[src/sv/iptc_pkg.sv]
// Shared types, character codes and decode helpers for the IP address text classifier.
package iptc_pkg;

   typedef enum logic [1:0] {
      CLASS_NONE = 2'd0,
      CLASS_IPV4 = 2'd1,
      CLASS_IPV6 = 2'd2
   } address_class_type;

   localparam logic [7:0] CH_COLON   = 8'h3A;
   localparam logic [7:0] CH_DOT     = 8'h2E;
   localparam logic [7:0] CH_BRACKET = 8'h5B;
   localparam logic [7:0] CH_ZERO    = 8'h30;
   localparam logic [7:0] CH_NINE    = 8'h39;
   localparam logic [7:0] CH_LOW_A   = 8'h61;
   localparam logic [7:0] CH_LOW_F   = 8'h66;
   localparam logic [7:0] CH_UP_A    = 8'h41;
   localparam logic [7:0] CH_UP_F    = 8'h46;

   localparam int HEX_GROUP_MAX = 4;
   localparam int DEC_GROUP_MAX = 3;
   localparam int COLON_MAX     = 7;
   localparam int OCTET_MAX     = 255;
   localparam int DOTS_NEEDED   = 3;

   // Control from the request stage to the scanner.
   typedef struct packed {
      logic char_step;
      logic end_step;
   } step_type;

   function automatic logic is_dec(input logic [7:0] c);
      return (c >= CH_ZERO) && (c <= CH_NINE);
   endfunction

   function automatic logic is_hex(input logic [7:0] c);
      return is_dec(c) || ((c >= CH_LOW_A) && (c <= CH_LOW_F)) ||
             ((c >= CH_UP_A) && (c <= CH_UP_F));
   endfunction

endpackage

[src/sv/iptc_scan.sv]
// Per-name scanner state: parallel IPv6 and IPv4 checks and the final decision.
module iptc_scan (
   input  logic                       clock,
   input  logic                       reset,
   input  iptc_pkg::step_type         step,
   input  logic [7:0]                 ch,
   output iptc_pkg::address_class_type decision
);

   logic       at_first_char_ff, at_first_char_in;
   logic       bracket_lead_ff, bracket_lead_in;
   logic       dot_lead_ff, dot_lead_in;
   logic       six_failed_ff, six_failed_in;
   logic       six_handed_over_ff, six_handed_over_in;
   logic [3:0] colon_count_ff, colon_count_in;
   logic       pair_seen_ff, pair_seen_in;
   logic       prev_single_colon_ff, prev_single_colon_in;
   logic [2:0] hex_digits_ff, hex_digits_in;
   logic       four_failed_ff, four_failed_in;
   logic [2:0] dot_count_ff, dot_count_in;
   logic [1:0] dec_digits_ff, dec_digits_in;
   logic [9:0] group_value_ff, group_value_in;
   logic       group_follows_dot_ff, group_follows_dot_in;
   logic       prev_was_dot_ff, prev_was_dot_in;

   logic        c_colon, c_dot, c_dec, c_hex;
   logic [11:0] octet_sum;

   assign c_colon   = (ch == iptc_pkg::CH_COLON);
   assign c_dot     = (ch == iptc_pkg::CH_DOT);
   assign c_dec     = iptc_pkg::is_dec(ch);
   assign c_hex     = iptc_pkg::is_hex(ch);
   assign octet_sum = 12'(group_value_ff) * 12'd10 + 12'(ch - iptc_pkg::CH_ZERO);

   always_comb begin
      at_first_char_in     = at_first_char_ff;
      bracket_lead_in      = bracket_lead_ff;
      dot_lead_in          = dot_lead_ff;
      six_failed_in        = six_failed_ff;
      six_handed_over_in   = six_handed_over_ff;
      colon_count_in       = colon_count_ff;
      pair_seen_in         = pair_seen_ff;
      prev_single_colon_in = prev_single_colon_ff;
      hex_digits_in        = hex_digits_ff;
      four_failed_in       = four_failed_ff;
      dot_count_in         = dot_count_ff;
      dec_digits_in        = dec_digits_ff;
      group_value_in       = group_value_ff;
      group_follows_dot_in = group_follows_dot_ff;
      prev_was_dot_in      = prev_was_dot_ff;

      if (step.char_step) begin
         if (at_first_char_ff) begin
            at_first_char_in = 1'b0;
            if (ch == iptc_pkg::CH_BRACKET) bracket_lead_in = 1'b1;
            else if (c_dot)                 dot_lead_in = 1'b1;
         end

         // IPv6 side
         if (!six_failed_ff && !six_handed_over_ff) begin
            if (c_colon) begin
               if (colon_count_ff != 4'hF) colon_count_in = colon_count_ff + 4'd1;
               if (prev_single_colon_ff) begin
                  if (pair_seen_ff) six_failed_in = 1'b1;
                  pair_seen_in         = 1'b1;
                  prev_single_colon_in = 1'b0;
               end else begin
                  prev_single_colon_in = 1'b1;
               end
               hex_digits_in = '0;
            end else begin
               prev_single_colon_in = 1'b0;
               if (c_dot)                                         six_handed_over_in = 1'b1;
               else if (!c_hex)                                   six_failed_in = 1'b1;
               else if (hex_digits_ff >= 3'(iptc_pkg::HEX_GROUP_MAX)) six_failed_in = 1'b1;
               else                                               hex_digits_in = hex_digits_ff + 3'd1;
            end
         end

         // IPv4 side
         if (!four_failed_ff) begin
            if (c_dot) begin
               if (prev_was_dot_ff) four_failed_in = 1'b1;
               if (dot_count_ff != 3'd7) dot_count_in = dot_count_ff + 3'd1;
               dec_digits_in        = '0;
               group_value_in       = '0;
               group_follows_dot_in = 1'b1;
               prev_was_dot_in      = 1'b1;
            end else begin
               prev_was_dot_in = 1'b0;
               if (!c_dec) begin
                  four_failed_in = 1'b1;
               end else if (dec_digits_ff >= 2'(iptc_pkg::DEC_GROUP_MAX)) begin
                  four_failed_in = 1'b1;
               end else begin
                  dec_digits_in = dec_digits_ff + 2'd1;
                  // first group is never range checked
                  if (group_follows_dot_ff) begin
                     group_value_in = octet_sum[9:0];
                     if (octet_sum > 12'(iptc_pkg::OCTET_MAX)) four_failed_in = 1'b1;
                  end
               end
            end
         end
      end
   end

   always_comb begin
      if (bracket_lead_ff)
         decision = iptc_pkg::CLASS_IPV6;
      else if (dot_lead_ff || six_failed_ff)
         decision = iptc_pkg::CLASS_NONE;
      else if (!six_handed_over_ff && colon_count_ff > 4'(iptc_pkg::COLON_MAX))
         decision = iptc_pkg::CLASS_NONE;
      else if (!six_handed_over_ff && colon_count_ff > 4'd1)
         decision = iptc_pkg::CLASS_IPV6;
      else if (four_failed_ff)
         decision = iptc_pkg::CLASS_NONE;
      else if (dot_count_ff == 3'(iptc_pkg::DOTS_NEEDED))
         decision = iptc_pkg::CLASS_IPV4;
      else
         decision = iptc_pkg::CLASS_NONE;
   end

   always_ff @(posedge clock) begin
      if (reset || step.end_step) begin
         at_first_char_ff     <= 1'b1;
         bracket_lead_ff      <= 1'b0;
         dot_lead_ff          <= 1'b0;
         six_failed_ff        <= 1'b0;
         six_handed_over_ff   <= 1'b0;
         colon_count_ff       <= '0;
         pair_seen_ff         <= 1'b0;
         prev_single_colon_ff <= 1'b0;
         hex_digits_ff        <= '0;
         four_failed_ff       <= 1'b0;
         dot_count_ff         <= '0;
         dec_digits_ff        <= '0;
         group_value_ff       <= '0;
         group_follows_dot_ff <= 1'b0;
         prev_was_dot_ff      <= 1'b0;
      end else begin
         at_first_char_ff     <= at_first_char_in;
         bracket_lead_ff      <= bracket_lead_in;
         dot_lead_ff          <= dot_lead_in;
         six_failed_ff        <= six_failed_in;
         six_handed_over_ff   <= six_handed_over_in;
         colon_count_ff       <= colon_count_in;
         pair_seen_ff         <= pair_seen_in;
         prev_single_colon_ff <= prev_single_colon_in;
         hex_digits_ff        <= hex_digits_in;
         four_failed_ff       <= four_failed_in;
         dot_count_ff         <= dot_count_in;
         dec_digits_ff        <= dec_digits_in;
         group_value_ff       <= group_value_in;
         group_follows_dot_ff <= group_follows_dot_in;
         prev_was_dot_ff      <= prev_was_dot_in;
      end
   end

endmodule

[src/sv/ip_address_text_classifier_unit.sv]
// Top level: request register, scanner and result register of the IP address text classifier.
// A host name is sent one character per request, then an end-marker request; each end marker
// yields one result (0 none, 1 IPv4, 2 IPv6) and characters yield none. One request is taken
// every cycle while req_ready is high: it is captured in the request register and applied to
// the scanner state when it leaves that register, where an end marker's result is written to
// the result register. Characters always drain; only an end marker meeting a full, unaccepted
// result register holds the request stage, and req_ready then drops until rsp_ready frees it.
module ip_address_text_classifier_unit (
   input  logic       clock,
   input  logic       reset,
   input  logic       req_valid,
   output logic       req_ready,
   input  logic       req_kind,
   input  logic [7:0] req_ch,
   output logic       rsp_valid,
   input  logic       rsp_ready,
   output logic [1:0] rsp_address_class
);

   logic       in_valid_ff, in_valid_in;
   logic       in_kind_ff;
   logic [7:0] in_ch_ff;
   logic       rsp_valid_ff, rsp_valid_in;
   logic [1:0] rsp_class_ff;
   logic       advance;

   iptc_pkg::step_type          step;
   iptc_pkg::address_class_type decision;

   assign advance   = in_valid_ff && (!in_kind_ff || !rsp_valid_ff || rsp_ready);
   assign req_ready = !in_valid_ff || advance;

   assign step.char_step = advance && !in_kind_ff;
   assign step.end_step  = advance && in_kind_ff;

   assign in_valid_in = (req_valid && req_ready) || (in_valid_ff && !advance);

   always_comb begin
      if (step.end_step)  rsp_valid_in = 1'b1;
      else if (rsp_ready) rsp_valid_in = 1'b0;
      else                rsp_valid_in = rsp_valid_ff;
   end

   iptc_scan u_scan (
      .clock    (clock),
      .reset    (reset),
      .step     (step),
      .ch       (in_ch_ff),
      .decision (decision)
   );

   always_ff @(posedge clock) begin
      if (reset) begin
         in_valid_ff  <= 1'b0;
         rsp_valid_ff <= 1'b0;
      end else begin
         in_valid_ff  <= in_valid_in;
         rsp_valid_ff <= rsp_valid_in;
      end
   end

   always_ff @(posedge clock) begin
      if (req_valid && req_ready) begin
         in_kind_ff <= req_kind;
         in_ch_ff   <= req_ch;
      end
      if (step.end_step) begin
         rsp_class_ff <= decision;
      end
   end

   assign rsp_valid         = rsp_valid_ff;
   assign rsp_address_class = rsp_class_ff;

endmodule
[config.mk]
export PLATFORM = sky130hd
export DESIGN_NAME = ip_address_text_classifier_unit
export DESIGN_NICKNAME = d
export VERILOG_FILES = /design/src/sv/iptc_pkg.sv /design/src/sv/iptc_scan.sv /design/src/sv/ip_address_text_classifier_unit.sv
export SDC_FILE = /design/constraint.sdc
export NUM_CORES = 1
export LEC_CHECK = 0
export BUFFER_PORTS_ARGS = -buffer_cell sky130_fd_sc_hd__buf_2
export CAP_MARGIN = 10
export CORE_MARGIN = 4
export CORE_UTILIZATION = 55
export CTS_BUF_LIST = sky130_fd_sc_hd__clkbuf_16
export CTS_CLUSTER_DIAMETER = 150
export CTS_CLUSTER_SIZE = 20
export DETAILED_ROUTE_END_ITERATION = 16
export PLACE_DENSITY = 0.73
export SLEW_MARGIN = 20
export SYNTH_ARGS = -nofsm -noshare
export SYNTH_HDL_FRONTEND = slang
export SYNTH_HIERARCHICAL = 1
export SYNTH_SLANG_ARGS = --single-unit
export TNS_END_PERCENT = 30
[constraint.sdc]
create_clock -name clock -period 3.8 [get_ports clock]
set_input_delay 0.38 -clock clock [delete_from_list [all_inputs] [get_ports clock]]
set_output_delay 0.38 -clock clock [all_outputs]
set_load 0.01 [all_outputs]
Yosys cells after proc, flatten, opt, wreduce, memory -nomap -nowiden
Cells that the tools add are included.

storage, ports and cells
  memory bits (read-only) = 0
  word-level logic and storage cells = 131
  input bits = 13
  RAM bits = 0
  flip-flop bits (word level) = 45
  bits in latches = 0
  memories kept = 0
  output and inout port bits = 4

operators by class
  div/mod/pow operators = 0
  add/subtract/negate cells = 6
  $mul = 1
  mux-type cells = 34
  reductions and logical operators = 43
  eq/ne operators = 12
  shift operators = 0
  magnitude comparators = 11
  bitwise operators = 3

operators with widths
  kind                                                                               number
  10-bit two-way mux                                                                 4
  4-bit AND reduction                                                                6
  1-bit two-way mux                                                                  19
  8-bit by 6-bit equality test with 1-bit output (second input constant)             2
  8-bit by 7-bit >= comparator with 1-bit output (second input constant)             2
  8-bit by 7-bit <= comparator with 1-bit output (second input constant)             2
  2-bit two-way mux                                                                  7
  12-bit adder                                                                       1
  12-bit by 8-bit greater-than comparator with 1-bit output (second input constant)  1
  3-bit two-way mux                                                                  4
  1-bit logical AND                                                                  11
  10-bit by 3-bit multiplier with 11-bit output (second input constant)              1
  2-bit by 1-bit != test with 1-bit output (second input constant)                   5
  5-bit AND reduction                                                                2
  8-bit by 6-bit subtractor with 9-bit output (second input constant)                1
  8-bit by 7-bit equality test with 1-bit output (second input constant)             1
  8-bit by 6-bit >= comparator with 1-bit output (second input constant)             1
  8-bit by 6-bit <= comparator with 1-bit output (second input constant)             1
  1-bit logical OR                                                                   8
  2-bit nonzero test                                                                 4
  3-bit by 1-bit adder with 3-bit output (second input constant)                     2
  1-bit zero test                                                                    6
  3-bit AND reduction                                                                2
  6-bit AND reduction                                                                1
  other kinds (13)                                                                   16

Longest topological paths before layout
Gate-level depths: netlist (run 1).

  word-level depth = 9
  mapped depth = 14
  gate-level depth less buffers = 14

Modules after synthesis
Netlist (run 1), hierarchy kept.

by module, submodules not included
  module                           times used  cells each  sequential area each (sq um)  area each (sq um)
  iptc_scan                        1           284         640.6                         2487.4
  ip_address_text_classifier_unit  1           22          370.4                         442.9

Worst setup path before layout (run 1)
OpenSTA, ideal clock, no wires.

  path kind = reg2reg
  from = register u_scan.group_value_ff[1]
  to = register u_scan.four_failed_ff
  path slack = 0.772 ns
  required time = 3.674 ns
  stages on the path, launching flop included = 12
  data arrival time = 2.902 ns
  cell sequence = dfxtp_1 ha_1 ha_1 fa_1 xor2_1 ha_1 and3_1 a221oi_2 o21ai_1 xor2_1 a2111oi_2 a21oi_1

between the ends
  cells in the longest elaborated chain, start to end = 9

ends and longest elaborated chain
  what                                                       RTL line          text
  from (decl)                                                iptc_scan.sv:22   logic [9:0] group_value_ff, group_value_in;
  from (signal assigned)                                     iptc_scan.sv:155  group_value_ff <= group_value_in;
  10-bit by 3-bit multiplier with 11-bit output              iptc_scan.sv:33   assign octet_sum = 12'(group_value_ff) * 12'd10 + 12'(ch - iptc_pkg::CH_ZERO);
  12-bit adder                                               iptc_scan.sv:33
  12-bit by 8-bit greater-than comparator with 1-bit output  iptc_scan.sv:100  if (octet_sum > 12'(iptc_pkg::OCTET_MAX)) four_failed_in = 1'b1;
  1-bit two-way mux                                          iptc_scan.sv:100
  1-bit two-way mux                                          iptc_scan.sv:98   if (group_follows_dot_ff) begin
  1-bit two-way mux                                          iptc_scan.sv:93   end else if (dec_digits_ff >= 2'(iptc_pkg::DEC_GROUP_MAX)) begin
  1-bit two-way mux                                          iptc_scan.sv:91   if (!c_dec) begin
  1-bit two-way mux                                          iptc_scan.sv:82   if (c_dot) begin
  1-bit two-way mux                                          iptc_scan.sv:81   if (!four_failed_ff) begin
  to (signal assigned)                                       iptc_scan.sv:152  four_failed_ff <= four_failed_in;
  to (decl)                                                  iptc_scan.sv:19   logic four_failed_ff, four_failed_in;

Every way passes these cells.
A chain may end at the register's enable or synchronous reset.

Final worst setup path (run 1)
Same ends and word-level chain as after synthesis.

==> key figures, run 1 <==
Status
  • Outcome: finished, final reports clean

Min path
  • Worst hold path class: in2reg
  • Hold depth: 1

Setup path
  • Critical path endpoint: u_scan/four_failed_ff
  • Number of buffers and inverters on the critical path: 1
  • WP data required: 3970 ps
  • CP Max Fanout: 5
  • Crit start category: flip-flop
  • CP max-delay cell: fa_1
  • Worst-path cell chain: ha_1 > ha_1 > fa_1 > a21o_1 > a21oi_1 > o21bai_1 > a21oi_1 > xnor2_1 > ha_1 > inv_1 > a21boi_0 > mux2i_1 > a2111oi_2 > a21oi_1
  • Worst reg-to-reg path cell count: 14
  • Worst R2R End: u_scan/four_failed_ff
  • Worst R2R Start: u_scan/group_value_ff[1]
  • Setup crit end kind: flip-flop
  • CP arrival: 3450 ps
  • Critical Path Stages: 14
  • Worst Setup SP: u_scan/group_value_ff[1]
  • Kind of critical path: reg2reg
  • Slowest cell delay on critical path: approximately 450 ps
  • Reg2reg setup slack: 520 ps
  • Delay-heaviest family, CP: adder cells

Pwr
  • Clock network power share: 43.7%
  • Peak supply drop: 0.323 mV
  • Sequential Power Share: 48.9%
  • Pwr dens: about 330 mW/mm2
  • Pleak: 1.48 nW
  • Internal power: a little over 0.8 mW
  • Sw Ratio: 22.3%
  • Comb pwr share: 7.4%
  • Sw Pwr: 0.233 mW

CTS
  • Setup bufs post-CTS: 0
  • Hold_buf cts: 0
  • Clk slew on worst S/H paths: 60 ps
  • CTS sink cnt: 45
  • Post-cts sizing count: 0
  • Root Buffer: clkbuf_16
  • H-tree depth: 2
  • Total CTS buffers: 5
  • Clk Latency, worst-skew pair: 280 ps
  • Max Buffers Root-to-Sink: 2
  • CTS tree: yes

Synth
  • Synth Cell Area: between 0.002 and 0.003 mm2
  • Synth cell count leaders: nor2_1, ha_1, dfxtp_1
  • #FFs+latches synth: 45
  • Top-area cell type share of the netlist area: between 20% and 30%
  • Post-synth net total: 359
  • Synth warn: 6
  • Ys async rst share: 0%
  • Top_reg_cell synth: dfxtp_1
  • Avg Cell Area, Syn: 9.58 um2
  • Post-synth EDFFs: 11
  • Synth area leader: dfxtp_1
  • Seq/Total Area, Yosys: 34.5%
  • Post-Syn Instances: 306
  • Count of different cell masters after synthesis: 63
  • Most common cell in the netlist: nor2_1
  • Synth area leaders: dfxtp_1, ha_1, edfxtp_1

Timing
  • Final period util: 86.4%
  • RSZ-0062 raised after global routing: false
  • Final min period: approximately 3300 ps
  • Worst Tran Pin Value: between 600 and 700 ps
  • Layout Skew: 5.77 ps
  • Final-report hold violation count: 0
  • Worst slew margin: 57.2%
  • Max-slew violations: 0
  • Max Clk Rate: 305 MHz
  • Setup TNS: 0 ps
  • PnR worst setup slack: between 500 and 600 ps
  • Setup violations, final: 0

GRT
  • Tot GR Track Use: 18.7%
  • Vias in the first global route: about 2100
  • Initial antenna violation count: 0
  • Largest net degree at the start of global routing: 30
  • Congestion Overflow GR: 0
  • First-pass GRT wire length: 9650 um

Finish
  • Nets: 375
  • Antenna diodes: 0
  • Fin area: ~0.0032 mm2
  • Fillers: 460
  • Area grow syn2layout: 9.69%
  • Share of cells above drive strength 1: approximately an eighth
  • Fin cells: 393

Placed design
  • DP Worst Slack: 570 ps
  • DP Cell Count: approximately 390
  • IO buf count: 16
  • Placer congestion estimate: 0.816
  • Area after DPL: about 0.0031 mm2
  • Post-detail-place hpwl: approximately 4200 um

Detailed routing
  • Via count: 2286
  • Remaining antenna violation count: 0
  • Routed len/inst: 14.6 um
  • DRC Markers: 0
  • DR iter-0 viols: roughly 120
  • Vias per inst: 5.82
  • DRT Pass-1 Iters: 4
  • Drt total wl: 5720 um

Floorplan
  • Die Area: 0.00656 mm2
  • Die height: 81.0 um
  • FP Rows: 26
  • I/O pins: 17
  • Core area: 0.00514 mm2
  • Starting Density: 57.0%
  • Width of the chip: 81.0 um

Job
  • Max-Cap Viols: 0
## cells by family (layout without fill, tap and decap cells)
| family | after synthesis | count (layout) | share of synthesized area (%) |
|---|---|---|---|
| compound gates | 75 | 75 | 17.8 |
| fa+ha+maj | 40 | 40 | 17.6 |
| xor+xnor | 21 | 21 | 6.28 |
| buf+inv | 23 | 40 | 3.76 |
| flops | 45 | 45 | 34.5 |
| mux | 5 | 5 | 1.75 |
| simple gates | 97 | 97 | 18.3 |
## layer usage
metal,routed length (um),track usage [%],share of wire [%]
met1,2670,25.8,47
met2,2690,29.7,47
met5,0,0,0
met4,70,6.93,1.2
met3,295,2.77,5.2
## power by group through the flow
| stage | sequential, mW | combinational (mW) | clock, mW |
|---|---|---|---|
| after global placement | 0.522 | 0.0754 | 0 |
| after global routing | 0.513 | 0.0865 | 0.489 |
| after detailed placement | 0.522 | 0.0763 | 0 |
| final | 0.512 | 0.0776 | 0.458 |
| after floorplan | 0.518 | 0.0608 | 0 |
| after CTS | 0.511 | 0.0774 | 0.472 |
## worst min-delay path by stage
stage / startpoint / end / slack, ps
after floorplan: u_scan/pair_seen_ff / u_scan/pair_seen_ff / 440
after global placement: u_scan/pair_seen_ff / u_scan/pair_seen_ff / 450
after detailed placement: u_scan/pair_seen_ff / u_scan/pair_seen_ff / 460
after CTS: req_ch[7] / in_ch_ff[7] / 270
after global routing: req_ch[6] / in_ch_ff[6] / 270
final: req_ch[7] / in_ch_ff[7] / 270
## metrics by stage
step / power [mW] / hold WS (ps) / util, %
3_3_place_gp: 0.597 / 450 / 59.4
3_5_place_dp: 0.599 / 460 / 59.4
2_1_floorplan: 0.578 / 437 / -
4_1_cts: 1.06 / 266 / 62.5
6_report: 1.05 / 272 / 62.5
5_1_grt: 1.09 / 267 / 62.5
## state kept, by name, indices dropped and copies added, names as in the netlist, 2 cells and up
signal and count:
u_scan/dot_count_ff 3, u_scan/colon_count_ff 4, rsp_address_class 2, u_scan/hex_digits_ff 3
in_ch_ff 8, u_scan/dec_digits_ff 2, u_scan/group_value_ff 10
## area by class of cell
class,count,area [um2],area share (%)
multi-input combinational,238,1810,56.3
tap,70,87.6,2.72
timing repair buffer,17,87.6,2.72
sequential,45,1010,31.5
inverter,15,56.3,1.75
clock inverter,2,12.5,0.389
clock buffer,6,150,4.67
## cell usage in the layout, fill, tap and decap left out, types with 7 or more instances in the layout
cell and instances:
nor2_1 42, ha_1 38, dfxtp_1 34, a21oi_1 22, inv_1 16, buf_2 16
xnor2_1 14, edfxtp_1 11, o21ai_0 10, nand2_1 8, xor2_1 7, a22oi_1 7
Note: power is estimated with default switching activity, not from simulation.
==> run 2: changes to the inputs <==
Settings changed: REMOVE_ABC_BUFFERS set to 1.
==> key figures, run 2 (same netlist as run 1, synthesis figures left out) <==
Placed design
  • IO buf count: 16
  • Placer congestion estimate: 0.808
  • Post-detail-place hpwl: about 4200 um

Timing
  • RSZ-0062 raised after global routing: false
  • Max Clk Rate: 305 MHz
  • Layout Skew: 4.95 ps
  • Final period util: 86.2%
  • Hold_ws: 263 ps
  • Worst slew margin: ~55%
  • Final-report hold violation count: 0
  • Setup violations, final: 0
  • Worst Tran Pin Value: roughly 670 ps
  • Final min period: 3270 ps
  • Max-slew violations: 0
  • Setup TNS: 0 ps

Detailed routing
  • Routed len/inst: 14.2 um
  • Vias per inst: ~5.6
  • Drt total wl: roughly 5600 um
  • Remaining antenna violation count: 0
  • Via count: 2210
  • DR iter-0 viols: around 150
  • DRC Markers: 0
  • DRT Pass-1 Iters: 4

Finish
  • Most common cell after layout, fill and taps aside: nor2_1
  • Max FFs per register: 10
  • Nets: roughly 380
  • Most frequent cells in the layout: nor2_1, ha_1, dfxtp_1
  • Antenna diodes: 0
  • Area grow syn2layout: 9.69%
  • Share of cells above drive strength 1: between 10% and 20%
  • Top reg by flops: u_scan/group_value_ff
  • Largest regs: u_scan/group_value_ff: 10 flops, in_ch_ff: 8 flops, u_scan/colon_count_ff: 4 flops

GRT
  • Vias in the first global route: 2072
  • Largest net degree at the start of global routing: 30
  • Congestion Overflow GR: 0
  • Tot GR Track Use: 18.7%
  • Initial antenna violation count: 0
  • First-pass GRT wire length: roughly 9600 um

Setup path
  • WP data required: 3970 ps
  • Kind of critical path: reg2reg
  • Setup crit end kind: flip-flop
  • Worst Setup SP: u_scan/group_value_ff[1]
  • CP Max Fanout: 5
  • Reg2reg setup slack: 530 ps
  • Worst reg-to-reg path cell count: 14
  • Crit start category: flip-flop
  • CP arrival: ~3500 ps
  • Worst R2R Start: u_scan/group_value_ff[1]
  • Worst R2R End: u_scan/four_failed_ff

Floorplan
  • Die height: 81.0 um
  • Core area: 0.00514 mm2
  • Starting Density: 57.0%
  • Die Area: 0.00656 mm2
  • FP Rows: 26
  • I/O pins: 17
  • Width of the chip: slightly above 80 um

CTS
  • Total CTS buffers: 5
  • H-tree depth: 2
  • Clk slew on worst S/H paths: 60 ps
  • Root Buffer: clkbuf_16
  • Clk Latency, worst-skew pair: 290 ps
  • CTS tree: yes
  • CTS sink cnt: 45
  • Max Buffers Root-to-Sink: 2
  • Setup bufs post-CTS: 0
  • Post-cts sizing count: 0
  • Hold_buf cts: 0

Pwr
  • Sw Ratio: a little under a quarter
  • Comb pwr share: under 10%
  • Peak supply drop: 0.285 mV
  • Sw Pwr: ~0.24 mW
  • Sequential Power Share: 48.4%
  • Pleak: 1.48 nW
  • Clock network power share: 44.2%
  • Internal power: just over 0.8 mW
  • Pwr dens: approximately 330 mW/mm2

Min path
  • Hold endpoint: in_kind_ff
  • Hold depth: 1
  • Worst hold path class: in2reg
  • Min-delay src: req_kind

Job
  • Max-Cap Viols: 0

Status
  • Outcome: finished, final reports clean
run 2: layer usage:
layer  global-route usage (%)  up-vias  share of wire [%]
met2                     29.8       36                 46
met5                        0        -                  0
met1                     25.3     1019                 49
li1                         -     1146                  -
met3                     3.55        9                3.5
met4                     6.76        0                1.6
run 2: power groups by stage:
stage	logic, mW	registers (mW)	clock network [mW]
final	0.0775	0.511	0.467
after global placement	0.0758	0.522	0
after CTS	0.0775	0.511	0.480
after detailed placement	0.0767	0.522	0
after floorplan	0.0556	0.519	0
after global routing	0.0866	0.513	0.494
run 2: how the worst max path moves through the flow:
stage / end / slack, ps
floorplan: u_scan/four_failed_ff / 770
global placement: u_scan/four_failed_ff / 650
detailed placement: u_scan/four_failed_ff / 560
CTS: u_scan/four_failed_ff / 530
global route: u_scan/four_failed_ff / 310
finish: u_scan/four_failed_ff / 530
run 2: area by class of cell:
class	instances	area, um2
fillers	455	1930
multi-input cells	238	1810
flip-flops and latches	45	1010
clock buffers	6	150
repair buffers	17	87.6
well taps	70	87.6
inverters	15	56.3
clock inverters	2	12.5
run 2: critical path, cell delays in order (launching register included):
cell and delay, ps:
dfxtp_1 400, ha_1 260, ha_1 230, fa_1 430, a21o_1 180, a21oi_1 220, o21bai_1 100, a21oi_1 170
xnor2_1 90, ha_1 360, inv_1 60, a21boi_0 160, mux2i_1 110, a2111oi_2 290, a21oi_1 100
run 2: metrics by stage:
stage	utilization [%]	area (um2)	cells	power [mW]	worst slack, ps
3_5_place_dp	59.4	3050	385	0.599	562
4_1_cts	62.5	3210	393	1.07	530
2_1_floorplan	-	2880	298	0.575	772
3_3_place_gp	59.4	3050	385	0.598	650
5_1_grt	62.5	3210	393	1.09	311
6_report	62.5	3210	393	1.06	526
